`src/sv/s2erle_pkg.sv`:
```
// Shared types and constants for the seven-to-eight-bit unpacker with run-length decoding.
package s2erle_pkg;

  localparam int ByteW = 8;
  localparam int CountW = 8;
  localparam int StatusW = 3;
  localparam int LengthW = 11;

  localparam logic [7:0] LowMask = 8'h7F;
  localparam logic [7:0] RunHdrBase = 8'd64;
  localparam logic [7:0] RunExtCode = 8'd31;
  localparam logic [7:0] BadHdrStart = 8'd60;
  localparam logic [7:0] Lit3Start = 8'd4;
  localparam logic [7:0] Lit4Start = 8'd12;
  localparam logic [7:0] Lit5Start = 8'd28;

  localparam logic [StatusW-1:0] StOk = 3'd0;
  localparam logic [StatusW-1:0] StBadHeader = 3'd1;
  localparam logic [StatusW-1:0] StShortLiteral = 3'd2;
  localparam logic [StatusW-1:0] StShortRun = 3'd3;
  localparam logic [StatusW-1:0] StLiteralOverflow = 3'd4;
  localparam logic [StatusW-1:0] StRunOverflow = 3'd5;

  typedef struct packed {
    logic [ByteW-1:0]   out_byte;
    logic [CountW-1:0]  repeat_count;
    logic               is_end;
    logic [StatusW-1:0] status;
    logic [LengthW-1:0] total_length;
  } result_t;

  typedef struct packed {
    logic [1:0] num;
    result_t    first;
    result_t    second;
  } push_t;

endpackage

```
`src/sv/s2erle_if.sv`:
```
// Stream interfaces for packed input bytes and decoded results.
interface s2erle_in_if;
  logic       valid;
  logic       ready;
  logic [7:0] in_byte;
  logic       is_last;

  modport source (output valid, output in_byte, output is_last, input ready);
  modport sink (input valid, input in_byte, input is_last, output ready);
endinterface

interface s2erle_out_if;
  logic        valid;
  logic        ready;
  logic [7:0]  out_byte;
  logic [7:0]  repeat_count;
  logic        is_end;
  logic [2:0]  status;
  logic [10:0] total_length;

  modport source (output valid, output out_byte, output repeat_count, output is_end,
                  output status, output total_length, input ready);
  modport sink (input valid, input out_byte, input repeat_count, input is_end,
                input status, input total_length, output ready);
endinterface

```
`src/sv/s2erle_decoder.sv`:
```
// Per-byte header, literal and run decoder with message state and capacity register.
module s2erle_decoder #(
  parameter int CAPACITY_MAX = 1024
) (
  input  logic                 clk,
  input  logic                 rst,
  input  logic                 accept,
  input  logic [7:0]           in_byte,
  input  logic                 is_last,
  input  logic                 cfg_wr_en,
  input  logic [10:0]          cfg_wr_data,
  output s2erle_pkg::push_t    push
);

  typedef enum logic [2:0] {
    PhHeader,
    PhLiteral,
    PhRunExt,
    PhRunVal,
    PhDrop
  } phase_t;

  localparam logic [10:0] CapSat = (CAPACITY_MAX > 2047) ? 11'd2047 : 11'(CAPACITY_MAX);
  localparam logic [10:0] CapReset = (CAPACITY_MAX < 1024) ? 11'(CAPACITY_MAX) : 11'd1024;

  phase_t      phase, phase_next;
  logic [2:0]  literal_left, literal_left_next;
  logic [2:0]  literal_index, literal_index_next;
  logic [4:0]  high_bits, high_bits_next;
  logic        run_high, run_high_next;
  logic [7:0]  run_length, run_length_next;
  logic [10:0] decoded_count, decoded_count_next;
  logic        pending_overflow, pending_overflow_next;
  logic [2:0]  error_code, error_code_next;
  logic [10:0] capacity;

  logic [7:0]  run_value;
  logic [2:0]  lit_size;
  logic [7:0]  lit_base;
  logic        data_valid;
  s2erle_pkg::result_t data_res, end_res;

  always_comb begin
    phase_next = phase;
    literal_left_next = literal_left;
    literal_index_next = literal_index;
    high_bits_next = high_bits;
    run_high_next = run_high;
    run_length_next = run_length;
    decoded_count_next = decoded_count;
    pending_overflow_next = pending_overflow;
    error_code_next = error_code;
    data_valid = 1'b0;
    data_res = '0;
    end_res = '0;
    run_value = in_byte - s2erle_pkg::RunHdrBase;
    lit_size = 3'd5;
    lit_base = s2erle_pkg::Lit5Start;
    if (in_byte < s2erle_pkg::Lit3Start) begin
      lit_size = 3'd2;
      lit_base = 8'd0;
    end else if (in_byte < s2erle_pkg::Lit4Start) begin
      lit_size = 3'd3;
      lit_base = s2erle_pkg::Lit3Start;
    end else if (in_byte < s2erle_pkg::Lit5Start) begin
      lit_size = 3'd4;
      lit_base = s2erle_pkg::Lit4Start;
    end

    if (accept) begin
      case (phase)
        PhHeader: begin
          if (!is_last) begin
            if (in_byte < s2erle_pkg::RunHdrBase) begin
              if (in_byte >= s2erle_pkg::BadHdrStart) begin
                error_code_next = s2erle_pkg::StBadHeader;
                phase_next = PhDrop;
              end else begin
                literal_left_next = lit_size;
                literal_index_next = 3'd0;
                high_bits_next = 5'(in_byte - lit_base);
                pending_overflow_next =
                  ({1'b0, decoded_count} + 12'(lit_size)) > {1'b0, capacity};
                phase_next = PhLiteral;
              end
            end else begin
              run_high_next = run_value[0];
              run_length_next = {1'b0, run_value[7:1]};
              phase_next = ({1'b0, run_value[7:1]} == s2erle_pkg::RunExtCode) ?
                           PhRunExt : PhRunVal;
            end
          end
        end
        PhLiteral: begin
          data_valid = 1'b1;
          data_res.out_byte = {high_bits[literal_index], in_byte[6:0]};
          data_res.repeat_count = 8'd1;
          literal_index_next = literal_index + 3'd1;
          literal_left_next = literal_left - 3'd1;
          if (literal_left_next == 3'd0) begin
            if (pending_overflow) begin
              error_code_next = s2erle_pkg::StLiteralOverflow;
              phase_next = PhDrop;
            end else begin
              decoded_count_next = decoded_count + 11'(literal_index_next);
              phase_next = PhHeader;
            end
          end else if (is_last) begin
            error_code_next = s2erle_pkg::StShortLiteral;
            phase_next = PhDrop;
          end
        end
        PhRunExt: begin
          if (is_last) begin
            error_code_next = s2erle_pkg::StShortRun;
            phase_next = PhDrop;
          end else begin
            run_length_next = s2erle_pkg::RunExtCode + (in_byte & s2erle_pkg::LowMask);
            phase_next = PhRunVal;
          end
        end
        PhRunVal: begin
          if (({1'b0, decoded_count} + 12'(run_length)) > {1'b0, capacity}) begin
            error_code_next = s2erle_pkg::StRunOverflow;
            phase_next = PhDrop;
          end else begin
            data_valid = 1'b1;
            data_res.out_byte = {in_byte[7] ^ run_high, in_byte[6:0]};
            data_res.repeat_count = run_length;
            decoded_count_next = decoded_count + 11'(run_length);
            phase_next = PhHeader;
          end
        end
        default: begin
        end
      endcase

      if (is_last) begin
        end_res.is_end = 1'b1;
        end_res.status = error_code_next;
        end_res.total_length = decoded_count_next;
        phase_next = PhHeader;
        literal_left_next = '0;
        literal_index_next = '0;
        high_bits_next = '0;
        run_high_next = 1'b0;
        run_length_next = '0;
        decoded_count_next = '0;
        pending_overflow_next = 1'b0;
        error_code_next = s2erle_pkg::StOk;
      end
    end

    push.num = {1'b0, data_valid} + {1'b0, accept && is_last};
    push.first = data_valid ? data_res : end_res;
    push.second = end_res;
  end

  always_ff @(posedge clk) begin
    if (rst) begin
      phase <= PhHeader;
      literal_left <= '0;
      literal_index <= '0;
      high_bits <= '0;
      run_high <= 1'b0;
      run_length <= '0;
      decoded_count <= '0;
      pending_overflow <= 1'b0;
      error_code <= s2erle_pkg::StOk;
      capacity <= CapReset;
    end else begin
      phase <= phase_next;
      literal_left <= literal_left_next;
      literal_index <= literal_index_next;
      high_bits <= high_bits_next;
      run_high <= run_high_next;
      run_length <= run_length_next;
      decoded_count <= decoded_count_next;
      pending_overflow <= pending_overflow_next;
      error_code <= error_code_next;
      if (cfg_wr_en) begin
        capacity <= (cfg_wr_data > CapSat) ? CapSat : cfg_wr_data;
      end
    end
  end

endmodule

```
`src/sv/s2erle_result_fifo.sv`:
```
// Four-entry result queue that takes up to two results per cycle and hands out one.
module s2erle_result_fifo (
  input  logic                clk,
  input  logic                rst,
  input  s2erle_pkg::push_t   push,
  output logic                has_room,
  output logic                out_valid,
  input  logic                out_ready,
  output s2erle_pkg::result_t out_data
);

  s2erle_pkg::result_t entries [4];
  logic [1:0] head, tail;
  logic [2:0] count;
  logic       pop;

  assign has_room = count <= 3'd2;
  assign out_valid = count != 3'd0;
  assign out_data = entries[head];
  assign pop = out_valid && out_ready;

  always_ff @(posedge clk) begin
    if (rst) begin
      head <= '0;
      tail <= '0;
      count <= '0;
    end else begin
      if (push.num != 2'd0) begin
        entries[tail] <= push.first;
      end
      if (push.num == 2'd2) begin
        entries[tail + 2'd1] <= push.second;
      end
      tail <= tail + push.num;
      head <= head + {1'b0, pop};
      count <= count + {1'b0, push.num} - {2'b0, pop};
    end
  end

  a_count_bound: assert property (@(posedge clk) disable iff (rst) count <= 3'd4)
    else $error("Result queue count exceeds its depth.");
  a_push_room: assert property (@(posedge clk) disable iff (rst)
    (push.num != 2'd0) |-> (count <= 3'd2))
    else $error("Results pushed while the queue lacks room for two.");
  a_count_track: assert property (@(posedge clk) disable iff (rst)
    !$past(rst) |-> (count == $past(count) + {1'b0, $past(push.num)} - {2'b0, $past(pop)}))
    else $error("Result queue count does not follow pushes and pops.");

endmodule

```
`src/sv/seven_to_eight_rle_unpacker_top.sv`:
```
// Top level of the seven-to-eight-bit unpacker with run-length decoding.
//
//   Channel | Direction | Payload                                            | Width
//   in_ch   | sink      | in_byte, is_last                                   | 8+1
//   out_ch  | source    | out_byte, repeat_count, is_end, status, total_length | 8+8+1+3+11
//   cfg     | write     | cfg_wr_en, cfg_wr_data (output capacity)           | 1+11
//
// A byte is decoded in the cycle of its transfer and its results enter a four-entry queue.
// One byte is taken every cycle while the queue holds two results or fewer.
// A byte yields up to two results, so the output port of one result a cycle sets the rate.
// Reset is synchronous and returns the decoder to the header phase with an empty queue.
// A stalled output fills the queue and then holds the input off until room returns.
module seven_to_eight_rle_unpacker_top #(
  parameter int CAPACITY_MAX = 1024
) (
  input  logic         clk,
  input  logic         rst,
  s2erle_in_if.sink    in_ch,
  s2erle_out_if.source out_ch,
  input  logic         cfg_wr_en,
  input  logic [10:0]  cfg_wr_data
);

  s2erle_pkg::push_t   push;
  s2erle_pkg::result_t out_data;
  logic                has_room;
  logic                accept;

  assign in_ch.ready = has_room;
  assign accept = in_ch.valid && has_room;

  s2erle_decoder #(
    .CAPACITY_MAX(CAPACITY_MAX)
  ) u_decoder (
    .clk(clk),
    .rst(rst),
    .accept(accept),
    .in_byte(in_ch.in_byte),
    .is_last(in_ch.is_last),
    .cfg_wr_en(cfg_wr_en),
    .cfg_wr_data(cfg_wr_data),
    .push(push)
  );

  s2erle_result_fifo u_fifo (
    .clk(clk),
    .rst(rst),
    .push(push),
    .has_room(has_room),
    .out_valid(out_ch.valid),
    .out_ready(out_ch.ready),
    .out_data(out_data)
  );

  assign out_ch.out_byte = out_data.out_byte;
  assign out_ch.repeat_count = out_data.repeat_count;
  assign out_ch.is_end = out_data.is_end;
  assign out_ch.status = out_data.status;
  assign out_ch.total_length = out_data.total_length;

endmodule

```
`src/flat_wrapper.sv`:
```
// flat-port wrapper written by rule: the top's interface ports become plain ports
module seven_to_eight_rle_unpacker_top_flat 
#(
  parameter int CAPACITY_MAX = 1024
)
  (clk, rst, cfg_wr_en, cfg_wr_data, in_ch_valid, in_ch_in_byte, in_ch_is_last, in_ch_ready, out_ch_valid, out_ch_out_byte, out_ch_repeat_count, out_ch_is_end, out_ch_status, out_ch_total_length, out_ch_ready);
  s2erle_in_if in_ch_i ();
  s2erle_out_if out_ch_i ();
  input  logic clk;
  input  logic rst;
  input  logic cfg_wr_en;
  input  logic [10:0] cfg_wr_data;
  input wire logic [$bits(in_ch_i.valid)-1:0] in_ch_valid;
  input wire logic [$bits(in_ch_i.in_byte)-1:0] in_ch_in_byte;
  input wire logic [$bits(in_ch_i.is_last)-1:0] in_ch_is_last;
  output wire logic [$bits(in_ch_i.ready)-1:0] in_ch_ready;
  output wire logic [$bits(out_ch_i.valid)-1:0] out_ch_valid;
  output wire logic [$bits(out_ch_i.out_byte)-1:0] out_ch_out_byte;
  output wire logic [$bits(out_ch_i.repeat_count)-1:0] out_ch_repeat_count;
  output wire logic [$bits(out_ch_i.is_end)-1:0] out_ch_is_end;
  output wire logic [$bits(out_ch_i.status)-1:0] out_ch_status;
  output wire logic [$bits(out_ch_i.total_length)-1:0] out_ch_total_length;
  input wire logic [$bits(out_ch_i.ready)-1:0] out_ch_ready;
  assign in_ch_i.valid = in_ch_valid;
  assign in_ch_i.in_byte = in_ch_in_byte;
  assign in_ch_i.is_last = in_ch_is_last;
  assign in_ch_ready = in_ch_i.ready;
  assign out_ch_valid = out_ch_i.valid;
  assign out_ch_out_byte = out_ch_i.out_byte;
  assign out_ch_repeat_count = out_ch_i.repeat_count;
  assign out_ch_is_end = out_ch_i.is_end;
  assign out_ch_status = out_ch_i.status;
  assign out_ch_total_length = out_ch_i.total_length;
  assign out_ch_i.ready = out_ch_ready;
  seven_to_eight_rle_unpacker_top #(.CAPACITY_MAX(CAPACITY_MAX)) u_core (.clk(clk), .rst(rst), .in_ch(in_ch_i), .out_ch(out_ch_i), .cfg_wr_en(cfg_wr_en), .cfg_wr_data(cfg_wr_data));
endmodule
```
`config.mk`:
```
export PLATFORM = sky130hd
export DESIGN_NAME = seven_to_eight_rle_unpacker_top_flat
export DESIGN_NICKNAME = d
export VERILOG_FILES = /design/src/sv/s2erle_pkg.sv /design/src/sv/s2erle_if.sv /design/src/sv/s2erle_decoder.sv /design/src/sv/s2erle_result_fifo.sv /design/src/sv/seven_to_eight_rle_unpacker_top.sv /design/src/flat_wrapper.sv
export SDC_FILE = /design/constraint.sdc
export NUM_CORES = 1
export LEC_CHECK = 0
export ABC_AREA = 0
export BUFFER_PORTS_ARGS = -buffer_cell sky130_fd_sc_hd__buf_4
export CAP_MARGIN = 10
export CORE_MARGIN = 2
export CORE_UTILIZATION = 29
export CTS_CLUSTER_DIAMETER = 100
export DETAILED_ROUTE_END_ITERATION = 12
export GPL_TIMING_DRIVEN = 0
export PLACE_DENSITY = 0.44
export RECOVER_POWER = 50
export SYNTH_ARGS = -nofsm -noshare
export SYNTH_HDL_FRONTEND = slang
export SYNTH_HIERARCHICAL = 1
export SYNTH_SLANG_ARGS = --single-unit
export TNS_END_PERCENT = 30
```
`constraint.sdc`:
```
create_clock -name clk -period 8.87 [get_ports clk]
set_clock_uncertainty 0.2 [all_clocks]
set_input_delay 0.4435 -clock clk [delete_from_list [all_inputs] [get_ports clk]]
set_output_delay 0.4435 -clock clk [all_outputs]
set_load 0.005 [all_outputs]
```
**After elaboration in Yosys (flattened, before gate mapping)**

Memory sizes are Yosys's and may differ from the RTL's. A register that Yosys moved wholly into a read port is not among the register bits.
Index checks and enable logic that the tools add are counted.

- Flip-flop bits (word level): 56
- RAM bits: 124
- Bits of input ports: 25
- Output and inout bits: 33
- Memories kept: 1

- Add/sub/neg operators: 15
- Order comparisons: 10
- Equality and inequality tests: 11
- Muxes and demuxes: 70
- Bitwise gates (word level): 1
- Reduce and logical (&&, ||, !) cells: 17

Memory list:

| name | depth | bits a word | read ports | clocked after memory_dff | wr ports | RTL line | text |
|---|---|---|---|---|---|---|---|
| u_core.u_fifo.entries | 4 | 31 | 1 | 1 | 2 | s2erle_result_fifo.sv:12 | `s2erle_pkg::result_t entries [4];` |

Operators by type and width:

| kind | count |
|---|---|
| 3-bit two-way mux | 23 |
| 11-bit two-way mux | 5 |
| 5-bit two-way mux | 7 |
| 16-bit two-way mux | 2 |
| 16-bit case mux with 2 select lines | 1 |
| 31-bit two-way mux | 1 |
| 15-bit two-way mux | 2 |
| 12-bit by 11-bit > comparator with 1-bit output | 2 |
| 3-bit case mux with 4 select lines | 2 |
| 11-bit case mux with 2 select lines | 1 |
| 1-bit two-way mux | 18 |
| 8-bit two-way mux | 2 |
| 8-bit case mux with 2 select lines | 1 |
| 11-bit by 3-bit adder with 12-bit output | 1 |
| 11-bit by 8-bit adder with 12-bit output | 1 |
| 3-bit != test (second input constant) | 4 |
| 3-bit case mux with 2 select lines | 2 |
| 11-bit by 3-bit adder with 11-bit output | 1 |
| 11-bit by 8-bit adder with 11-bit output | 1 |
| 11-bit > comparator (second input constant) | 1 |
| 3-bit AND reduction | 3 |
| 3-bit nonzero test | 3 |
| 5-bit by 7-bit adder with 8-bit output (first input constant) | 1 |
| 8-bit by 6-bit >= comparator with 1-bit output (second input constant) | 1 |
| other kinds (30) | 38 |

**Depth between registers and ports, before layout**

Gate-level depths: netlist of the first run.

- Depth after elaboration: 10
- Gate-level depth with buffers: 21

**Cells and area by module**

Netlist of the first run, hierarchy kept.

Modules (own cells, without submodules):

| module | times used | cells an instance | area each (µm²) | sequential area each (µm²) |
|---|---|---|---|---|
| s2erle_result_fifo | 1 | 352 | 6441.2 | 3863.7 |
| s2erle_decoder | 1 | 662 | 4809.6 | 980.9 |
| seven_to_eight_rle_unpacker_top | 1 | 1 | 6.3 | 0.0 |

**Worst setup path after synthesis of the first run**

OpenSTA, ideal clock, no wires.

- Path type: register -> register
- From: register u_core.u_decoder.decoded_count[0]
- To: memory u_core/u_fifo/entries[1][0] (netlist bit), enable pin
- Library setup time: 0.467 ns
- Data arrival time: 6.382 ns
- Data required time: 8.203 ns
- Setup slack: 1.821 ns
- Stages on the path, launching flop included: 18
- Clock period less this slack: 7.049 ns
- Cells stage by stage: dfxtp_1 -> ha_1 -> fa_1 -> a211oi_1 -> nor2_1 -> o21ai_0 -> nor2_1 -> xor2_1 -> ha_1 -> nand2_1 -> o41ai_1 -> a21oi_1 -> o31ai_2 -> inv_2 -> ha_1 -> inv_1 -> nand2_1 -> a211oi_1

RTL lines:

| item | RTL line | text |
|---|---|---|
| start: declaration | s2erle_decoder.sv:32 | `logic [10:0] decoded_count, decoded_count_next;` |
| start signal: assignment | s2erle_decoder.sv:178 | `decoded_count <= decoded_count_next;` |
| end: declaration | s2erle_result_fifo.sv:12 |  |

==> results of run 1 <==
[worst max-delay path, delay by kind of cell, from the launching register on]
kind / cells / cell delay, ns
simple gates: 5 / 1.09
buf+inv: 3 / 0.98
mux: 1 / 0.38
fa+ha+maj: 4 / 1.46
flops: 1 / 0.41
compound gates: 5 / 2.61
xor+xnor: 1 / 0.20
[through the flow]
step | instance area, µm² | setup slack, ns
2_1_floorplan | 11300 | 1.82
3_3_place_gp | 12400 | -1.93
3_5_place_dp | 12600 | 1.92
4_1_cts | 13100 | 1.87
5_1_grt | 13100 | 0.695
6_report | 13100 | 1.31
[path summary, 6_finish.rpt]
| kind | cells after the start | end | startpoint |
|---|---|---|---|
| max | 19 | u_core/u_fifo/entries[2][20]$_DFFE_PP_ | u_core/u_decoder/decoded_count[0]$_SDFFE_PP0P_ |
| min | 3 | u_core/u_decoder/capacity[8]$_SDFFE_PP0P_ | cfg_wr_data[8] |
| max reg2reg | 19 | u_core/u_fifo/entries[2][20]$_DFFE_PP_ | u_core/u_decoder/decoded_count[0]$_SDFFE_PP0P_ |
| min reg2reg | 2 | u_core/u_decoder/error_code[0]$_SDFFE_PP0P_ | u_core/u_decoder/error_code[0]$_SDFFE_PP0P_ |
[registers in the layout, summed over array words and instances (netlist names)]
register                           flops
u_core/u_fifo/entries                124
u_core/u_decoder/capacity             11
u_core/u_decoder/decoded_count        11
u_core/u_decoder/run_length            8
u_core/u_decoder/high_bits             5
u_core/u_decoder/error_code            3
u_core/u_decoder/literal_index         3
u_core/u_decoder/literal_left          3
u_core/u_decoder/phase                 3
u_core/u_fifo/count                    3
u_core/u_fifo/head                     2
u_core/u_fifo/tail                     2
u_core/u_decoder/pending_overflow      1
u_core/u_decoder/run_high              1
[logic make-up after synthesis]
kind of cell             count (synthesis)  share of synthesized area
flip-flops                             180                      0.430
AND/OR/NAND/NOR                        258                      0.114
multiplexers                           164                      0.195
AO/OA/AOI/OAI                          205                      0.116
buffers and inverters                  120                     0.0545
adder cells (fa/ha/maj)                 53                     0.0622
other                                    1                   0.000333
XOR/XNOR                                34                     0.0265
[cell type report]
type / instances / area (µm²)
multi-input cells: 730 / 5880
clock buffers: 18 / 429
clock inverters: 13 / 145
fillers: 3920 / 25400
flip-flops and latches: 180 / 4840
plain buffers: 75 / 419
inverters: 45 / 169
repair buffers: 58 / 520
well taps: 518 / 648
[Yosys cell counts (11+ instances only)]
| cell | n |
|---|---|
| edfxtp_1 | 124 |
| mux2_2 | 114 |
| nor2_1 | 85 |
| a21oi_1 | 61 |
| dfxtp_1 | 56 |
| nand2_1 | 51 |
| ha_1 | 48 |
| inv_1 | 44 |
| o21ai_0 | 42 |
| clkbuf_1 | 34 |
| mux4_2 | 32 |
| xnor2_1 | 24 |
| and2_1 | 18 |
| buf_4 | 18 |
| nor2b_1 | 17 |
| nand3_1 | 15 |
| a211oi_1 | 14 |
| nor3_1 | 14 |
| buf_2 | 13 |
| mux2_1 | 11 |
| o22ai_1 | 11 |
[layer usage]
metal / GRT usage / share of wire / wire length (µm) / up-vias
met5: 0 / 0 / 0 / -
met4: 0.0389 / 0.014 / 437 / 0
met3: 0.0232 / 0.031 / 992 / 23
met2: 0.270 / 0.47 / 15300 / 168
met1: 0.223 / 0.48 / 15500 / 3913
li1: - / - / - / 3926
[power by group through the flow]
| stage | sequential [W] | combinational (W) | clock [W] |
|---|---|---|---|
| finish | 0.000983 | 0.000652 | 0.000776 |
| global route | 0.000989 | 0.000726 | 0.000826 |
| CTS | 0.000983 | 0.000685 | 0.000802 |
| detailed placement | 0.00100 | 0.000682 | 0 |
| global placement | 0.00101 | 0.000663 | 0 |
| floorplan | 0.000990 | 0.000418 | 0 |
[cell usage in the layout, fill, tap and decap left out, drive strengths merged, types with 9 or more instances in the layout]
master / instances
clkbuf: 99
mux4: 32
inv: 52
a31oi: 10
dfxtp: 56
conb: 16
edfxtp: 124
o21ai: 43
xnor2: 24
a21o: 10
and2: 20
o22ai: 11
ha: 48
buf: 52
xor2: 10
nand2: 51
nor3: 14
a21oi: 61
nor2: 87
nor4: 9
nor2b: 17
mux2: 125
a211oi: 14
nand3: 16
nand2b: 10
==> results.yml, run 1 <==
clock_tree:
  clk_pin_slew_ns: 0.08
  clk_latency_ns: 0.45
  cts_resized: 0
  post_cts_buffers: 0
  hold_buffers: 0
  cts.htree.levels: 4
  cts_root_buf: "clkbuf_16"
  clk_path_buf_depth: 2
  clock_sinks: 180
  cts_tree: "built"
  numCtsBuffers: 17
synthesis:
  synth_edf_count: 124
  synth_cell_types: 76
  synthTopCellsByArea: "edfxtp_1, mux2_2, dfxtp_1"
  synthFlopType: "edfxtp_1"
  synth_cells: 1015
  synth_top_cell_area_share: 0.331
  ys_seq_area_frac: 0.430
  ys_ff_latch: 180
  yosysTopAreaCell: "edfxtp_1"
  ys_async_sr_fraction: 0
  synth_warnings: 6
  syn_avg_cell_area_um2: 11.1
  netlist_area_um2: 11300
routing:
  post_drt_via_cell_ratio: 4.91
  drc: 0
  drtIter0Drc: 481
  wl_per_cell_um: 19.7
  route.vias.total: 8030
  ant_nets: 0
  first_pass_iters: 5
  finalWirelength_um: 32300
placement:
  dpl.hpwl_um: 23700
  place.gp.congestion: 0.820
  portBuffers: 52
  dp_cells: 1606
worst_setup_path:
  cp.arrival_ns: 7.55
  worstSetupPathType: "reg -> reg"
  cp_max_fo: 10
  cpMaxStageDelayCell: "o31ai_1"
  cp-start-kind: "register"
  required_ns: 8.86
  r2r_slack_ns: 1.31
  crit_top_cell: "ha_1"
  cp-end-kind: "register"
  path_cells: "ha_1 > fa_1 > a211oi_1 > nor2_1 > o21ai_0 > nor2_1 > xor2_1 > ha_1 > nand2_1 > o41ai_1 > a21oi_1 > o31ai_1 > inv_1 > ha_1 > inv_1 > nor3b_1 > nand3_1 > clkbuf_1 > mux2_2"
  slowest_delay_ns: 1.20
run:
  drv_cap: 0
power_and_ir_drop:
  p_leak_nw: 4.95
  peakVddDrop_mv: 0.138
  clkPwrFrac: 0.322
  seqPwrFrac: 0.408
  switching_share: 0.307
  p_int_w: 0.00167
  combPwrFrac: 0.270
  fin_total_pwr_w: 0.00241
  switching_power_w: 0.000739
  pwr_density_cell_nw_per_um2: 185
final_layout:
  layout-drive-gt1-share: 0.234
  diodes: 0
  fin_nets: 1185
  final_util: 0.339
  final_cells: 1637
  layout-area-overhead-vs-synth_pct: 15.9
sta:
  rsz0062_at_grt: "false"
  fmax_ghz: 0.132
  hold_viol_final: 0
  period_needed_ns: 7.56
  whs_ns: 0.0396
  tightest_slew_ns: 1.45
  maxSlewHeadroom: 0.0263
  setup-violations-final: 0
  setup_tns_ns: 0
  fin_crit_sh: 0.853
  finalMaxSlewViolations: 0
floorplanning:
  floorplan.initialDensity: 0.293
  io-pin-count: 58
  die_w_um: 201
  core_area_um2: 38500
  dieHeight_um: 201
  die_area_um2: 40400
  num_rows: 72
grt:
  grt_pass1_wl_um: 50100
  antenna_found_initial: 0
  grt_pass1_vias: 8175
  gr-usage-all-layers: 0.162
  grt_max_degree: 19
  grt_overflow: 0
min_path:
  hold_path_class: "in -> reg"
outcome:
  status: "complete, no violations"
Power figures use the tool's default switching activity.
==> inputs of run 2 (changes only) <==
--- a/config.mk
+++ b/config.mk
@@ -6,14 +6,14 @@
 export NUM_CORES = 1
 export LEC_CHECK = 0
 export ABC_AREA = 0
-export BUFFER_PORTS_ARGS = -buffer_cell sky130_fd_sc_hd__buf_4
 export CAP_MARGIN = 10
 export CORE_MARGIN = 2
 export CORE_UTILIZATION = 29
-export CTS_CLUSTER_DIAMETER = 100
+export CTS_CLUSTER_DIAMETER = 30
 export DETAILED_ROUTE_END_ITERATION = 12
+export DONT_BUFFER_PORTS = 1
 export GPL_TIMING_DRIVEN = 0
-export PLACE_DENSITY = 0.44
+export PLACE_DENSITY = 0.43
 export RECOVER_POWER = 50
 export SYNTH_ARGS = -nofsm -noshare
 export SYNTH_HDL_FRONTEND = slang
==> run 2 against run 1 <==
The run now ends with capacitance limit, slew limit left. Clock-buffer cell count is the same. Utilization fell by 0.76 points. Clock power shrank 0.5%. First-iteration DRC count shrank 6.7%. Global-route usage up 0.12 points. Highest routed layer unchanged. Final area shrank 2.2%. Final cell count decreased by 2.6%. Critical path depth increased by 1.
==> results.yml, run 2 (same netlist as run 1, synthesis figures left out) <==
routing:
  wl_per_cell_um: 20.5
  route.vias.total: 7934
  ant_nets: 0
  drc: 0
  finalWirelength_um: 32600
  post_drt_via_cell_ratio: 4.97
  first_pass_iters: 5
  drtIter0Drc: 449
placement:
  dp_cells: 1554
  place.gp.congestion: 0.785
  postPlaceCellArea_um2: 12200
  dpl.hpwl_um: 23800
  portBuffers: 0
sta:
  fin_crit_sh: 0.859
  tightest_slew_ns: 1.52
  hold_viol_final: 0
  maxSlewHeadroom: -0.0250
  rsz0062_at_grt: "false"
  fmax_ghz: 0.131
  setup-violations-final: 0
  period_needed_ns: 7.62
  whs_ns: 0.0656
  finalMaxSlewViolations: 10
clock_tree:
  clk_path_buf_depth: 2
  cts_tree: "built"
  clk_pin_slew_ns: 0.07
  clock_sinks: 180
  cts_root_buf: "clkbuf_16"
  cts.htree.levels: 4
  clk_latency_ns: 0.44
  numCtsBuffers: 17
  post_cts_buffers: 0
floorplanning:
  io-pin-count: 58
  die_w_um: 201
  die_area_um2: 40400
  dieHeight_um: 201
  num_rows: 72
  floorplan.initialDensity: 0.293
  core_area_um2: 38500
worst_setup_path:
  cp.arrival_ns: 7.61
  slowest_delay_ns: 1.26
  path_cells: "ha_1 > fa_1 > a211oi_1 > nor2_1 > o21ai_0 > nor2_1 > xor2_1 > ha_1 > nand2_1 > o41ai_1 > a21oi_1 > o31ai_1 > inv_2 > ha_1 > inv_1 > nor3b_1 > and3_1 > clkbuf_1 > buf_12 > mux2_2"
  cpMaxStageDelayCell: "o31ai_1"
  worstSetupPathType: "reg -> reg"
  crit_top_cell: "ha_1"
  cp_max_fo: 10
  cp-start-kind: "register"
  required_ns: 8.86
  cp-end-kind: "register"
grt:
  grt_pass1_vias: 8117
  antenna_found_initial: 0
  grt_max_degree: 18
  gr-usage-all-layers: 0.164
  grt_overflow: 0
  grt_pass1_wl_um: 50200
final_layout:
  fin_nets: 1143
  final_cells: 1595
  final_util: 0.332
  largestRegisters: "u_core/u_fifo/entries: 124 flops, u_core/u_decoder/capacity: 11 flops, u_core/u_decoder/decoded_count: 11 flops"
  largest_register_ffs: 124
  largest-register: "u_core/u_fifo/entries"
  mostFrequentLayoutCells: "edfxtp_1, mux2_2, nor2_1, a21oi_1, dfxtp_1"
  diodes: 0
  final_common_cell: "edfxtp_1"
  layout-drive-gt1-share: 0.198
  fin_area_um2: 12800
  layout-area-overhead-vs-synth_pct: 13.3
min_path:
  hold_path_class: "in -> reg"
power_and_ir_drop:
  pwr_density_cell_nw_per_um2: 183
  fin_total_pwr_w: 0.00233
  p_leak_nw: 4.74
  peakVddDrop_mv: 0.127
run:
  drv_cap: 1
outcome:
  status: "finished, violations left"
  failed_checks: "capacitance limit, slew limit"
## run 2: cell types whose count changed in the layout (fill, tap and decap cells not counted), sizes merged
cell,change
dlygate4sd3,+10
clkinvlp,+1
buf,-23
inv,-1
clkbuf,-29
## run 2: final cells by class
class	instances	area [µm²]
fill	3945	25700
multi-input combinational	730	5880
sequential	180	4840
tap	518	648
clock buffer	18	429
buffer	75	395
timing repair buffer	16	253
inverter	45	169
clock inverter	13	144
## run 2: power by group
group,internal (W),total [W],switching (W)
clock network,0.000419,0.000772,0.000353
registers,0.000948,0.000982,0.0000347
logic,0.000239,0.000574,0.000335
## run 2: metal layers
layer,part of all wire,track usage,vias up
met5,0,0,-
li1,-,-,3855
met1,0.48,0.223,3936
met3,0.028,0.0261,23
met4,0.013,0.0378,0
met2,0.48,0.272,120
## run 2: timing repair
| item | CTS | global route |
|---|---|---|
| hold endpoints to repair | 13 | 0 |
| hold buffers | 10 | 0 |
| endpoints found under the setup margin | 0 | 0 |
| resized for setup | 0 | 0 |
## run 2: final timing paths
| kind | from | to | slack (ns) | cells after the start |
|---|---|---|---|---|
| max | u_core/u_decoder/decoded_count[0]$_SDFFE_PP0P_ | u_core/u_fifo/entries[0][16]$_DFFE_PP_ | 1.25 | 20 |
| min | cfg_wr_data[3] | u_core/u_decoder/capacity[3]$_SDFFE_PP0P_ | 0.07 | 3 |
| max reg2reg | u_core/u_decoder/decoded_count[0]$_SDFFE_PP0P_ | u_core/u_fifo/entries[0][16]$_DFFE_PP_ | 1.25 | 20 |
| min reg2reg | u_core/u_decoder/capacity[5]$_SDFFE_PP0P_ | u_core/u_decoder/capacity[5]$_SDFFE_PP0P_ | 0.27 | 2 |
## run 2: metrics by stage
stage	setup slack (ns)	setup TNS (ns)
after floorplan	1.82	0
after global placement	-2.11	-147.51
after global routing	0.623	0
final	1.25	0
after detailed placement	1.76	0
after CTS	1.72	0
## run 2: critical path, delay by kind of cell, from the launching register on
family                     cells  cell delay, ns
AOI/OAI and AO/OA              5            2.71
xor gates and xnor gates       1            0.19
adders and majority gates      4            1.42
buffers and inverters          4            1.03
DFF                            1            0.41
muxes                          1            0.34
and+or+nand+nor                5            1.06
